==> src/div64_pkg.sv <==
// Shared types and constants for the 64-bit signed/unsigned divider.
package div64_pkg;

    localparam int PORT_W = 64;

    localparam logic OP_UNSIGNED = 1'b0;
    localparam logic OP_SIGNED   = 1'b1;

    typedef enum logic [1:0] {
        ST_IDLE,
        ST_RUN,
        ST_FIX
    } t_state;

    typedef struct packed {
        logic load;    // capture operands, take magnitudes
        logic step;    // one restoring shift-subtract iteration
        logic finish;  // sign fix-up into the output register
    } t_dp_cmd;

    typedef struct packed {
        logic out_free; // output register can take a new item this cycle
    } t_dp_sts;

endpackage

==> src/div64_ctrl.sv <==
// Controller state machine of the divider: sequencing of load, iterations and fix-up.
module div64_ctrl
    import div64_pkg::*;
#(
    parameter int DATA_WIDTH = 64
) (
    input  logic    i_clk,
    input  logic    i_rst_n,
    input  logic    i_valid,
    output logic    o_stall,
    input  t_dp_sts i_sts,
    output t_dp_cmd o_cmd
);

    localparam int CW = $clog2(DATA_WIDTH);

    t_state          r_state, n_state;
    logic [CW-1:0]   r_count, n_count;

    always_ff @(posedge i_clk) begin
        if (!i_rst_n) begin
            r_state <= ST_IDLE;
            r_count <= '0;
        end else begin
            r_state <= n_state;
            r_count <= n_count;
        end
    end

    always_comb begin
        n_state = r_state;
        n_count = r_count;
        o_cmd   = '0;
        o_stall = 1'b1;
        unique case (r_state)
            ST_IDLE: begin
                o_stall = 1'b0;
                if (i_valid) begin
                    o_cmd.load = 1'b1;
                    n_count    = CW'(DATA_WIDTH - 1);
                    n_state    = ST_RUN;
                end
            end
            ST_RUN: begin
                o_cmd.step = 1'b1;
                if (r_count == '0) begin
                    n_state = ST_FIX;
                end else begin
                    n_count = r_count - 1'b1;
                end
            end
            ST_FIX: begin
                if (i_sts.out_free) begin
                    o_cmd.finish = 1'b1;
                    n_state      = ST_IDLE;
                end
            end
            default: begin
                n_state = ST_IDLE;
            end
        endcase
    end

`ifndef SYNTHESIS
    a_count_down: assert property (@(posedge i_clk) disable iff (!i_rst_n)
        (r_state == ST_RUN && r_count != '0) |=> (r_count == $past(r_count) - 1'b1))
        else $error("iteration counter skipped");
    a_finish_free: assert property (@(posedge i_clk) disable iff (!i_rst_n)
        o_cmd.finish |-> i_sts.out_free)
        else $error("fix-up issued while output register busy");
    a_run_to_fix: assert property (@(posedge i_clk) disable iff (!i_rst_n)
        (r_state == ST_RUN && r_count == '0) |=> (r_state == ST_FIX))
        else $error("last iteration not followed by fix-up");
    a_load_idle: assert property (@(posedge i_clk) disable iff (!i_rst_n)
        o_cmd.load |=> (r_state == ST_RUN && r_count == CW'(DATA_WIDTH - 1)))
        else $error("load did not start iterations");
`endif

endmodule

==> src/div64_dp.sv <==
// Datapath of the divider: magnitudes, restoring iteration, sign fix-up, output register.
module div64_dp
    import div64_pkg::*;
#(
    parameter int DATA_WIDTH = 64
) (
    input  logic              i_clk,
    input  logic              i_rst_n,
    input  t_dp_cmd           i_cmd,
    output t_dp_sts           o_sts,
    input  logic              i_opcode,
    input  logic [PORT_W-1:0] i_dividend,
    input  logic [PORT_W-1:0] i_divisor,
    input  logic              i_stall,
    output logic              o_valid,
    output logic [PORT_W-1:0] o_quotient,
    output logic [PORT_W-1:0] o_remainder
);

    localparam int W = DATA_WIDTH;

    logic [W-1:0] r_num, r_den, r_rem;
    logic         r_q_flip, r_r_flip, r_dz;
    logic [W-1:0] r_q_out, r_r_out;
    logic         r_out_valid;

    // operand capture
    logic [W-1:0] n_in, d_in, n_mag, d_mag;
    logic         n_neg, d_neg, n_nz, d_nz;

    assign n_in  = i_dividend[W-1:0];
    assign d_in  = i_divisor[W-1:0];
    assign n_neg = (i_opcode == OP_SIGNED) && n_in[W-1];
    assign d_neg = (i_opcode == OP_SIGNED) && d_in[W-1];
    assign n_nz  = (n_in != '0);
    assign d_nz  = (d_in != '0);
    assign n_mag = n_neg ? (~n_in + 1'b1) : n_in;
    assign d_mag = d_neg ? (~d_in + 1'b1) : d_in;

    // one restoring step: carry bit of the shifted partial remainder kept in the compare
    logic [W:0]   rem_sh;
    logic [W-1:0] rem_sub;
    logic         q_bit;

    assign rem_sh  = {r_rem, r_num[W-1]};
    assign q_bit   = (rem_sh >= {1'b0, r_den});
    assign rem_sub = rem_sh[W-1:0] - r_den;

    // sign fix-up
    logic [W-1:0] q_raw, r_raw, q_fix, r_fix;

    assign q_raw = r_dz ? '0 : r_num;
    assign r_raw = r_dz ? '1 : r_rem;
    assign q_fix = r_q_flip ? (~q_raw + 1'b1) : q_raw;
    assign r_fix = r_r_flip ? (~r_raw + 1'b1) : r_raw;

    always_ff @(posedge i_clk) begin
        if (i_cmd.load) begin
            r_num    <= n_mag;
            r_den    <= d_mag;
            r_rem    <= '0;
            r_dz     <= !d_nz;
            r_r_flip <= n_neg;
            r_q_flip <= (n_neg && d_nz && !d_neg) || (d_neg && n_nz && !n_neg);
        end else if (i_cmd.step) begin
            r_num <= {r_num[W-2:0], q_bit};
            r_rem <= q_bit ? rem_sub : rem_sh[W-1:0];
        end
        if (i_cmd.finish) begin
            r_q_out <= q_fix;
            r_r_out <= r_fix;
        end
    end

    always_ff @(posedge i_clk) begin
        if (!i_rst_n) begin
            r_out_valid <= 1'b0;
        end else if (i_cmd.finish) begin
            r_out_valid <= 1'b1;
        end else if (!i_stall) begin
            r_out_valid <= 1'b0;
        end
    end

    assign o_sts.out_free = !r_out_valid || !i_stall;
    assign o_valid        = r_out_valid;
    assign o_quotient     = PORT_W'(r_q_out);
    assign o_remainder    = PORT_W'(r_r_out);

endmodule

==> src/divider_64bit_signed_unsigned_top.sv <==
// Top level of the signed/unsigned restoring divider: controller plus datapath.
// Operands are captured at the accept edge, then one quotient bit per cycle, then one fix-up
//   into the result register. A new item is taken only when idle, after the loop and fix-up
//   of the last item; a fix-up waits while the previous result is stalled.
// Reset (i_rst_n, synchronous, active low) idles the controller and empties the output.
module divider_64bit_signed_unsigned_top
    import div64_pkg::*;
#(
    parameter int DATA_WIDTH = 64
) (
    input  logic              i_clk,
    input  logic              i_rst_n,
    // input item channel
    input  logic              i_valid,
    output logic              o_stall,
    input  logic              i_opcode,
    input  logic [PORT_W-1:0] i_dividend,
    input  logic [PORT_W-1:0] i_divisor,
    // result item channel
    output logic              o_valid,
    input  logic              i_stall,
    output logic [PORT_W-1:0] o_quotient,
    output logic [PORT_W-1:0] o_remainder
);

    t_dp_cmd w_cmd;
    t_dp_sts w_sts;

    // sequencing: idle -> DATA_WIDTH iterations -> fix-up (waits for a free output slot)
    div64_ctrl #(
        .DATA_WIDTH (DATA_WIDTH)
    ) u_ctrl (
        .i_clk   (i_clk),
        .i_rst_n (i_rst_n),
        .i_valid (i_valid),
        .o_stall (o_stall),
        .i_sts   (w_sts),
        .o_cmd   (w_cmd)
    );

    // operand magnitudes, restoring loop, sign correction, result register
    div64_dp #(
        .DATA_WIDTH (DATA_WIDTH)
    ) u_dp (
        .i_clk       (i_clk),
        .i_rst_n     (i_rst_n),
        .i_cmd       (w_cmd),
        .o_sts       (w_sts),
        .i_opcode    (i_opcode),
        .i_dividend  (i_dividend),
        .i_divisor   (i_divisor),
        .i_stall     (i_stall),
        .o_valid     (o_valid),
        .o_quotient  (o_quotient),
        .o_remainder (o_remainder)
    );

endmodule
==> config.mk <==
export PLATFORM = sky130hd
export DESIGN_NAME = divider_64bit_signed_unsigned_top
export DESIGN_NICKNAME = d
export VERILOG_FILES = /design/src/div64_pkg.sv /design/src/div64_ctrl.sv /design/src/div64_dp.sv /design/src/divider_64bit_signed_unsigned_top.sv
export SDC_FILE = /design/constraint.sdc
export NUM_CORES = 1
export LEC_CHECK = 0
export BUFFER_PORTS_ARGS = -buffer_cell sky130_fd_sc_hd__buf_2
export CORE_ASPECT_RATIO = 1.25
export CORE_MARGIN = 2
export CORE_UTILIZATION = 40
export CTS_CLUSTER_SIZE = 20
export DETAILED_ROUTE_END_ITERATION = 10
export GPL_ROUTABILITY_DRIVEN = 1
export GPL_TIMING_DRIVEN = 0
export PLACE_DENSITY_LB_ADDON = 0.1
export SKIP_LAST_GASP = 1
export SYNTH_ARGS = -nofsm -noshare
export SYNTH_HDL_FRONTEND = slang
export SYNTH_HIERARCHICAL = 1
export SYNTH_SLANG_ARGS = --single-unit
==> constraint.sdc <==
create_clock -name i_clk -period 19.2 [get_ports i_clk]
set_input_delay 0.96 -clock i_clk [delete_from_list [all_inputs] [get_ports i_clk]]
set_output_delay 0.96 -clock i_clk [all_outputs]
set_load 0.1 [all_outputs]
==> impl_results.html, run 1 <==
<table>
<tr><th>Metric</th><th>Value</th></tr>
<tr><th colspan="2">CTS</th></tr>
<tr><td>Worst skew pair latency</td><td>0.57 ns</td></tr>
<tr><td>Maximum clock insertion buffer count</td><td>3</td></tr>
<tr><td>Clock tree from TritonCTS</td><td>built</td></tr>
<tr><td>Number of sinks driven by the clock tree</td><td>332</td></tr>
<tr><td>Root Driver</td><td>clkbuf_16</td></tr>
<tr><td>Cts bufs inserted</td><td>36</td></tr>
<tr><td>Buffer count from post-CTS setup fixing</td><td>0</td></tr>
<tr><td>CTS clock-pin slew for the worst setup and hold paths</td><td>0.06 ns</td></tr>
<tr><td>Total of cells resized after clock tree synthesis</td><td>0</td></tr>
<tr><td>CTS hold repair buffers</td><td>0</td></tr>
<tr><td>Clock H-tree levels</td><td>2</td></tr>
<tr><th colspan="2">Logic synthesis</th></tr>
<tr><td>FFs w/ async S/R, synth</td><td>0%</td></tr>
<tr><td>List of most frequent post-synthesis cells</td><td>nor2_1, edfxtp_1, a21oi_1</td></tr>
<tr><td>Number of enable-type register cells in the synthesized netlist</td><td>259</td></tr>
<tr><td>Number of distinct standard cells referenced by the synthesized netlist</td><td>84</td></tr>
<tr><td>Area share of the largest cell type after synthesis</td><td>35.18%</td></tr>
<tr><td>Post-synthesis average cell area</td><td>8.896 um2</td></tr>
<tr><td>Count of mapped cells out of synthesis</td><td>2485</td></tr>
<tr><td>Syn Nets</td><td>2689</td></tr>
<tr><td>Post-Synthesis Cell Area</td><td>0.02211 mm2</td></tr>
<tr><td>Number of warnings reported in the yosys synthesis log</td><td>6</td></tr>
<tr><td>Primary FF master, synth</td><td>edfxtp_1</td></tr>
<tr><td>Biggest area contributors in the synthesized netlist</td><td>edfxtp_1, dfxtp_1, nor2_1</td></tr>
<tr><td>Sequential share of the synthesized area</td><td>41.79%</td></tr>
<tr><td>Cell type with the largest total area after synthesis</td><td>edfxtp_1</td></tr>
<tr><td>Most frequent cell after synthesis</td><td>nor2_1</td></tr>
<tr><td>#FFs+latches synth</td><td>332</td></tr>
<tr><th colspan="2">Route</th></tr>
<tr><td>Via-per-instance ratio</td><td>5.601</td></tr>
<tr><td>Initial DRC Count</td><td>1539</td></tr>
<tr><td>DRC errors left</td><td>0</td></tr>
<tr><td>Length of the first detailed-routing pass in iterations</td><td>7</td></tr>
<tr><td>Routed len/inst</td><td>22.22 um</td></tr>
<tr><td>DR vias</td><td>19890</td></tr>
<tr><td>Aggregate routed wire length</td><td>78.92 mm</td></tr>
<tr><td>Post-route antenna net violation count</td><td>0</td></tr>
<tr><th colspan="2">Final layout</th></tr>
<tr><td>Layout-stage area growth over the synthesis result</td><td>15.71%</td></tr>
<tr><td>Antenna cells</td><td>0</td></tr>
<tr><td>Share of final-layout standard cells stronger than drive strength 1</td><td>12.82%</td></tr>
<tr><td>Post-route insts no fill</td><td>3551</td></tr>
<tr><td>Design Area, Final</td><td>0.02558 mm2</td></tr>
<tr><td>Final Core Density</td><td>46.70%</td></tr>
<tr><td>Number of nets in the layout</td><td>2993</td></tr>
<tr><th colspan="2">Critical path</th></tr>
<tr><td>Critical Path End Type</td><td>flip-flop</td></tr>
<tr><td>Number of buffers and inverters on the critical path</td><td>7</td></tr>
<tr><td>Critical Path Source Type</td><td>flip-flop</td></tr>
<tr><td>Required time of the critical path</td><td>19.51 ns</td></tr>
<tr><td>Cell type of the slowest stage on the worst timing path</td><td>clkbuf_1</td></tr>
<tr><td>Critical path's most frequent cell</td><td>clkbuf_1</td></tr>
<tr><td>Data arrival, critical path</td><td>7.53 ns</td></tr>
<tr><td>Chain of cells forming the critical path</td><td>clkbuf_1, clkbuf_1, buf_1, clkbuf_1, clkbuf_1, buf_1, nor2_1, ha_1, nor3b_1, nand4b_1, inv_1, and4b_1, nand3_1, or4_1, or3_1, o21ai_0, o21ai_0, xnor2_1</td></tr>
<tr><td>Largest fanout on the critical path</td><td>10</td></tr>
<tr><td>Crit-path leading delay family</td><td>buffers and inverters</td></tr>
<tr><td>Largest stage delay, worst path</td><td>0.51 ns</td></tr>
<tr><td>Category of the critical setup timing path</td><td>flip-flop to flip-flop</td></tr>
<tr><th colspan="2">Floorplan</th></tr>
<tr><td>Area of the die</td><td>0.05717 mm2</td></tr>
<tr><td>Die boundary width</td><td>214.3 um</td></tr>
<tr><td>Core Footprint</td><td>0.05477 mm2</td></tr>
<tr><td>Floorplan row count</td><td>96</td></tr>
<tr><td>Height of the chip</td><td>266.8 um</td></tr>
<tr><td>IO Pins</td><td>263</td></tr>
<tr><td>Starting utilization of the core area</td><td>40.36%</td></tr>
<tr><th colspan="2">Placement</th></tr>
<tr><td>DP Cell Count</td><td>3486</td></tr>
<tr><td>Port bufs</td><td>262</td></tr>
<tr><td>Cell area after placement</td><td>0.02444 mm2</td></tr>
<tr><td>DP Worst Slack</td><td>12.05 ns</td></tr>
<tr><td>RD Place Congestion</td><td>0.9385</td></tr>
<tr><td>DPL Wire Length</td><td>62.76 mm</td></tr>
<tr><th colspan="2">Timing</th></tr>
<tr><td>Tightest Pin Transition</td><td>1.104 ns</td></tr>
<tr><td>Worst hold margin</td><td>0.5371 ns</td></tr>
<tr><td>Worst clock skew</td><td>0.03174 ns</td></tr>
<tr><td>Sum of negative setup slack</td><td>0 ns</td></tr>
<tr><td>Least setup slack across all paths after layout</td><td>11.98 ns</td></tr>
<tr><td>Final setup viols</td><td>0</td></tr>
<tr><td>Fmax achieved</td><td>0.1385 GHz</td></tr>
<tr><td>RSZ-0062 raised after global routing</td><td>false</td></tr>
<tr><td>Part of the cycle the worst path needs</td><td>37.59%</td></tr>
<tr><td>Final critical-path required period</td><td>7.218 ns</td></tr>
<tr><td>Relative slew margins</td><td>25.71%</td></tr>
<tr><td>Count of endpoints failing hold in the final timing report</td><td>0</td></tr>
<tr><td>Final slew viol count</td><td>0</td></tr>
<tr><th colspan="2">GRT</th></tr>
<tr><td>Total routing resource utilization after global routing</td><td>26.95%</td></tr>
<tr><td>Number of antenna violations at the first check in global routing</td><td>2</td></tr>
<tr><td>Maximum number of pins on one net before global-route repair</td><td>67</td></tr>
<tr><td>Number of global-route vias before repair</td><td>19420</td></tr>
<tr><td>Global-route wire length before repair</td><td>117.8 mm</td></tr>
<tr><td>Total congestion overflow after global routing</td><td>0</td></tr>
<tr><th colspan="2">Pwr</th></tr>
<tr><td>Power Total</td><td>2.769 mW</td></tr>
<tr><td>Cell-internal power</td><td>1.659 mW</td></tr>
<tr><td>Sw Share</td><td>40.07%</td></tr>
<tr><td>Static leakage power</td><td>9.701 nW</td></tr>
<tr><td>Switching Power</td><td>1.110 mW</td></tr>
<tr><td>Power per Cell Area</td><td>108.3 mW/mm2</td></tr>
<tr><td>Sequential group share of total power</td><td>37.0%</td></tr>
<tr><td>Combinational group share of total power</td><td>37.9%</td></tr>
<tr><td>Part of the total power dissipated in the clock network</td><td>25.0%</td></tr>
<tr><td>Max rail drop VDD</td><td>0.05544 mV</td></tr>
<tr><th colspan="2">Min path</th></tr>
<tr><td>Worst hold path type</td><td>flip-flop to flip-flop</td></tr>
<tr><th colspan="2">Run</th></tr>
<tr><td>Max-cap check violation count</td><td>0</td></tr>
<tr><th colspan="2">Run status</th></tr>
<tr><td>Run status</td><td>finished clean</td></tr>
</table>
final cells by class:
class                           count  area [um2]
Buffer                            129       495.5
Clock inverter                     17       145.1
Multi-Input combinational cell   1904       11930
Sequential cell                   332        9239
Timing Repair Buffer              266        1399
Inverter                          120       455.4
Clock buffer                       48       997.2
Tap cell                          735       919.6
Fill cell                        5432       29190
per-layer routing:
layer  track usage, %  vias to the layer above  share of wire (%)
met5                0                        -                  0
li1                 -                     9685                  -
met2            48.28                      653                 50
met1            32.32                     9390                 40
met3            3.214                      161                5.1
met4            12.41                        0                4.8
cells by family after synthesis:
| logic type | after synthesis | synth area share [%] |
|---|---|---|
| mux | 26 | 1.206 |
| fa+ha+maj | 71 | 4.053 |
| compound gates | 675 | 19.32 |
| flops | 332 | 41.79 |
| simple gates | 880 | 19.37 |
| xor+xnor | 252 | 9.984 |
| buf+inv | 249 | 4.279 |
worst register-to-register path, stage by stage (launching register included):
cell      delay (ns)
edfxtp_1        0.44
clkbuf_1        0.41
clkbuf_1        0.47
buf_1           0.49
clkbuf_1        0.51
clkbuf_1        0.49
buf_1           0.50
nor2_1          0.29
ha_1            0.19
nor3b_1         0.41
nand4b_1        0.33
inv_1           0.19
and4b_1         0.23
nand3_1         0.21
or4_1           0.50
or3_1           0.44
o21ai_0         0.46
o21ai_0         0.24
xnor2_1         0.18
sequential cells by signal, indices dropped and copies added, names as in the netlist, 2 cells and up:
| register | flops |
|---|---|
| u_dp/o_quotient | 64 |
| u_ctrl/r_state | 2 |
| u_dp/o_remainder | 64 |
| u_ctrl/r_count | 6 |
| u_dp/r_den | 64 |
| u_dp/r_rem | 64 |
| u_dp/r_num | 64 |
power by group through the flow:
| stage | clock (mW) | combinational (mW) | sequential (mW) |
|---|---|---|---|
| 2_1_floorplan | 0 | 0.729 | 1.01 |
| 3_3_place_gp | 0 | 1.03 | 1.04 |
| 3_5_place_dp | 0 | 1.04 | 1.03 |
| 4_1_cts | 0.710 | 1.04 | 1.02 |
| 5_1_grt | 0.736 | 1.16 | 1.04 |
| 6_report | 0.693 | 1.05 | 1.03 |
layout by cell type (no fill, tap or decap), types with 105 or more instances in the layout:
cell / netlist / final
a21oi_1: 238 / 238
buf_2: 3 / 265
clkbuf_1: 109 / 117
edfxtp_1: 259 / 259
inv_1: 118 / 116
nand2_1: 142 / 142
nor2_1: 348 / 347
nor3_1: 105 / 105
o21ai_0: 130 / 130
xnor2_1: 130 / 130
xor2_1: 122 / 122
worst paths after layout:
check / startpoint / endpoint / slack, ns / cells past startpoint
worst max-delay path: u_dp/r_dz$_DFFE_PP_ / u_dp/o_remainder[62]$_DFFE_PP_ / 11.98 / 18
worst min-delay path: u_dp/o_valid$_SDFFE_PN0P_ / u_dp/o_valid$_SDFFE_PN0P_ / 0.54 / 2
worst max register to register: u_dp/r_dz$_DFFE_PP_ / u_dp/o_remainder[62]$_DFFE_PP_ / 11.98 / 18
worst min register to register: u_dp/o_valid$_SDFFE_PN0P_ / u_dp/o_valid$_SDFFE_PN0P_ / 0.54 / 2
Power figures use the tool's default switching activity.
==> run 2, diff against run 1 <==
--- a/config.mk
+++ b/config.mk
@@ -5,6 +5,7 @@
 export SDC_FILE = /design/constraint.sdc
 export NUM_CORES = 1
 export LEC_CHECK = 0
+export ABC_AREA = 1
 export BUFFER_PORTS_ARGS = -buffer_cell sky130_fd_sc_hd__buf_2
 export CORE_ASPECT_RATIO = 1.25
 export CORE_MARGIN = 2
==> constraint.sdc (replaced) <==
create_clock -name i_clk -period 6.73 [get_ports i_clk]
set_input_delay 0.3365 -clock i_clk [delete_from_list [all_inputs] [get_ports i_clk]]
set_output_delay 0.3365 -clock i_clk [all_outputs]
set_load 0.1 [all_outputs]
==> impl_results.html, run 2 <==
<table>
<tr><th>Metric</th><th>Value</th></tr>
<tr><th colspan="2">Logic synthesis</th></tr>
<tr><td>Primary FF master, synth</td><td>edfxtp_1</td></tr>
<tr><td>Most frequent cell after synthesis</td><td>nand2_1</td></tr>
<tr><td>FFs w/ async S/R, synth</td><td>0%</td></tr>
<tr><td>Sequential share of the synthesized area</td><td>34.04%</td></tr>
<tr><td>Number of warnings reported in the yosys synthesis log</td><td>6</td></tr>
<tr><td>Cell type with the largest total area after synthesis</td><td>edfxtp_1</td></tr>
<tr><td>Number of enable-type register cells in the synthesized netlist</td><td>259</td></tr>
<tr><td>Syn Nets</td><td>4342</td></tr>
<tr><td>Number of distinct standard cells referenced by the synthesized netlist</td><td>54</td></tr>
<tr><td>Count of mapped cells out of synthesis</td><td>4138</td></tr>
<tr><td>#FFs+latches synth</td><td>332</td></tr>
<tr><td>Post-synthesis average cell area</td><td>6.560 um2</td></tr>
<tr><td>Post-Synthesis Cell Area</td><td>0.02714 mm2</td></tr>
<tr><td>List of most frequent post-synthesis cells</td><td>nand2_1, inv_1, nor2_1</td></tr>
<tr><td>Area share of the largest cell type after synthesis</td><td>28.65%</td></tr>
<tr><td>Biggest area contributors in the synthesized netlist</td><td>edfxtp_1, nand2_1, inv_1</td></tr>
<tr><th colspan="2">Pwr</th></tr>
<tr><td>Part of the total power dissipated in the clock network</td><td>32.0%</td></tr>
<tr><td>Combinational group share of total power</td><td>29.6%</td></tr>
<tr><td>Sequential group share of total power</td><td>38.4%</td></tr>
<tr><td>Cell-internal power</td><td>4.267 mW</td></tr>
<tr><td>Static leakage power</td><td>15.22 nW</td></tr>
<tr><td>Power Total</td><td>6.823 mW</td></tr>
<tr><td>Sw Share</td><td>37.47%</td></tr>
<tr><td>Power per Cell Area</td><td>220.3 mW/mm2</td></tr>
<tr><td>Max rail drop VDD</td><td>0.2316 mV</td></tr>
<tr><td>Switching Power</td><td>2.556 mW</td></tr>
<tr><th colspan="2">Route</th></tr>
<tr><td>DR vias</td><td>27540</td></tr>
<tr><td>Via-per-instance ratio</td><td>5.154</td></tr>
<tr><td>Aggregate routed wire length</td><td>119.3 mm</td></tr>
<tr><td>Routed len/inst</td><td>22.34 um</td></tr>
<tr><td>DRC errors left</td><td>0</td></tr>
<tr><td>Post-route antenna net violation count</td><td>0</td></tr>
<tr><td>Initial DRC Count</td><td>1849</td></tr>
<tr><td>Length of the first detailed-routing pass in iterations</td><td>7</td></tr>
<tr><th colspan="2">Final layout</th></tr>
<tr><td>Filler Cell Count</td><td>7301</td></tr>
<tr><td>Design Area, Final</td><td>0.03097 mm2</td></tr>
<tr><td>Most common cell after layout, fill and taps aside</td><td>nand2_1</td></tr>
<tr><td>Share of final-layout standard cells stronger than drive strength 1</td><td>10.21%</td></tr>
<tr><td>Layout-stage area growth over the synthesis result</td><td>14.10%</td></tr>
<tr><td>Number of nets in the layout</td><td>4650</td></tr>
<tr><td>Final Core Density</td><td>46.24%</td></tr>
<tr><td>Most frequent cells in the layout</td><td>nand2_1, inv_1, nor2_1, nand3_1, buf_2</td></tr>
<tr><th colspan="2">Floorplan</th></tr>
<tr><td>Area of the die</td><td>0.06997 mm2</td></tr>
<tr><td>Starting utilization of the core area</td><td>40.53%</td></tr>
<tr><td>Core Footprint</td><td>0.06698 mm2</td></tr>
<tr><td>IO Pins</td><td>263</td></tr>
<tr><td>Floorplan row count</td><td>106</td></tr>
<tr><td>Die boundary width</td><td>237 um</td></tr>
<tr><td>Height of the chip</td><td>295.3 um</td></tr>
<tr><th colspan="2">Critical path</th></tr>
<tr><td>Critical Path Source Type</td><td>flip-flop</td></tr>
<tr><td>Cell type of the slowest stage on the worst timing path</td><td>edfxtp_1</td></tr>
<tr><td>Crit-path leading delay family</td><td>simple AND/OR/NAND/NOR gates</td></tr>
<tr><td>Largest fanout on the critical path</td><td>10</td></tr>
<tr><td>Data arrival, critical path</td><td>4.26 ns</td></tr>
<tr><td>Required time of the critical path</td><td>7.06 ns</td></tr>
<tr><td>Category of the critical setup timing path</td><td>flip-flop to flip-flop</td></tr>
<tr><td>Number of buffers and inverters on the critical path</td><td>5</td></tr>
<tr><td>Critical Path End Type</td><td>flip-flop</td></tr>
<tr><td>Largest stage delay, worst path</td><td>0.39 ns</td></tr>
<tr><td>Chain of cells forming the critical path</td><td>buf_6, buf_6, buf_6, buf_2, buf_1, nor2_1, ha_1, nand3_1, nor2_2, nand2_2, nor2_2, nand2_1, nor2_4, nand3_2, o21ai_2, nand2_1, nor2_1, nor2_1</td></tr>
<tr><th colspan="2">CTS</th></tr>
<tr><td>CTS hold repair buffers</td><td>0</td></tr>
<tr><td>Clock H-tree levels</td><td>2</td></tr>
<tr><td>Root Driver</td><td>clkbuf_16</td></tr>
<tr><td>CTS clock-pin slew for the worst setup and hold paths</td><td>0.06 ns</td></tr>
<tr><td>Clock tree from TritonCTS</td><td>built</td></tr>
<tr><td>Number of sinks driven by the clock tree</td><td>332</td></tr>
<tr><td>Cts bufs inserted</td><td>39</td></tr>
<tr><td>Buffer count from post-CTS setup fixing</td><td>0</td></tr>
<tr><td>Maximum clock insertion buffer count</td><td>3</td></tr>
<tr><td>Worst skew pair latency</td><td>0.58 ns</td></tr>
<tr><td>Total of cells resized after clock tree synthesis</td><td>0</td></tr>
<tr><th colspan="2">Placement</th></tr>
<tr><td>Port bufs</td><td>262</td></tr>
<tr><td>Cell area after placement</td><td>0.02966 mm2</td></tr>
<tr><td>DPL Wire Length</td><td>102.1 mm</td></tr>
<tr><td>RD Place Congestion</td><td>1.003</td></tr>
<tr><th colspan="2">Timing</th></tr>
<tr><td>Relative slew margins</td><td>32.77%</td></tr>
<tr><td>Worst clock skew</td><td>0.03554 ns</td></tr>
<tr><td>RSZ-0062 raised after global routing</td><td>false</td></tr>
<tr><td>Part of the cycle the worst path needs</td><td>58.35%</td></tr>
<tr><td>Fmax achieved</td><td>0.2546 GHz</td></tr>
<tr><td>Sum of negative setup slack</td><td>0 ns</td></tr>
<tr><td>Final critical-path required period</td><td>3.927 ns</td></tr>
<tr><td>Tightest Pin Transition</td><td>1.005 ns</td></tr>
<tr><td>Final slew viol count</td><td>0</td></tr>
<tr><td>Count of endpoints failing hold in the final timing report</td><td>0</td></tr>
<tr><td>Final setup viols</td><td>0</td></tr>
<tr><th colspan="2">Min path</th></tr>
<tr><td>Worst hold path type</td><td>input port to flip-flop</td></tr>
<tr><th colspan="2">Run</th></tr>
<tr><td>Max-cap check violation count</td><td>0</td></tr>
<tr><th colspan="2">GRT</th></tr>
<tr><td>Total routing resource utilization after global routing</td><td>33.67%</td></tr>
<tr><td>Total congestion overflow after global routing</td><td>0</td></tr>
<tr><td>Number of global-route vias before repair</td><td>26980</td></tr>
<tr><td>Number of antenna violations at the first check in global routing</td><td>12</td></tr>
<tr><td>Maximum number of pins on one net before global-route repair</td><td>70</td></tr>
<tr><td>Global-route wire length before repair</td><td>171.1 mm</td></tr>
<tr><th colspan="2">Run status</th></tr>
<tr><td>Run status</td><td>finished clean</td></tr>
</table>
[run 2: cell count changes in the layout (fill, tap and decap cells not counted), sizes merged, moves of 42 or more]
| cell | change |
|---|---|
| nand2 | +1174 |
| inv | +609 |
| nand3 | +314 |
| nor2 | +167 |
| a21oi | -163 |
| clkbuf | -73 |
| a211oi | -67 |
| or3 | -54 |
| o21ai | +46 |
| o31ai | -45 |
| nand4 | +42 |
[run 2: per-stage QoR]
step,hold WS (ns),cells,setup slack (ns)
2_1_floorplan,0.4354,4138,1.869
3_3_place_gp,0.4897,5264,-0.4210
3_5_place_dp,0.4998,5269,2.823
4_1_cts,0.01219,5340,2.854
5_1_grt,0.02140,5341,2.556
6_report,0.02769,5343,2.803
[run 2: logic make-up (layout without fill, tap and decap cells)]
group	count (synthesis)	count (layout)	share of synthesized area, %
adders and majority gates	71	71	3.300
DFF	332	332	34.04
other	0	3	0
and+or+nand+nor	2378	2378	37.13
buffers and inverters	824	1162	11.89
xor gates and xnor gates	240	240	7.744
AOI/OAI and AO/OA	293	293	5.895
[run 2: per-layer routing]
layer | wire, um | global-route usage (%)
met2 | 60730 | 62.80
met3 | 6068 | 4.743
met4 | 8287 | 20.24
met5 | 128 | 0
met1 | 44130 | 36.00
[run 2: path summary, 6_finish.rpt]
check / start / slack, ns / cells past startpoint / endpoint
worst max-delay path: u_dp/r_dz$_DFFE_PP_ / 2.80 / 18 / u_dp/o_remainder[52]$_DFFE_PP_
worst min-delay path: i_divisor[0] / 0.03 / 1 / u_dp/r_den[0]$_DFFE_PP_
worst max register to register: u_dp/r_dz$_DFFE_PP_ / 2.80 / 18 / u_dp/o_remainder[52]$_DFFE_PP_
worst min register to register: u_dp/r_rem[61]$_SDFFE_PP0P_ / 0.51 / 2 / u_dp/r_rem[61]$_SDFFE_PP0P_
[run 2: power groups by stage]
stage	Clock, mW	Sequential (mW)	Combinational (mW)
5_1_grt	2.30	2.63	2.18
3_5_place_dp	0	2.66	2.00
4_1_cts	2.22	2.62	2.01
6_report	2.18	2.62	2.02
3_3_place_gp	0	2.68	1.99
2_1_floorplan	0	2.92	1.05
[run 2: layout make-up]
| cell class | instances | area [um2] | share of cell area [%] |
|---|---|---|---|
| clock inverter | 29 | 317.8 | 1.026 |
| tap | 864 | 1081 | 3.490 |
| multi-input combinational | 2982 | 14690 | 47.42 |
| inverter | 729 | 2741 | 8.851 |
| clock buffer | 42 | 987.2 | 3.187 |
| buffer | 95 | 493.0 | 1.592 |
| timing repair buffer | 267 | 1419 | 4.581 |
| sequential | 332 | 9239 | 29.83 |
| antenna | 3 | 7.507 | 0.02424 |
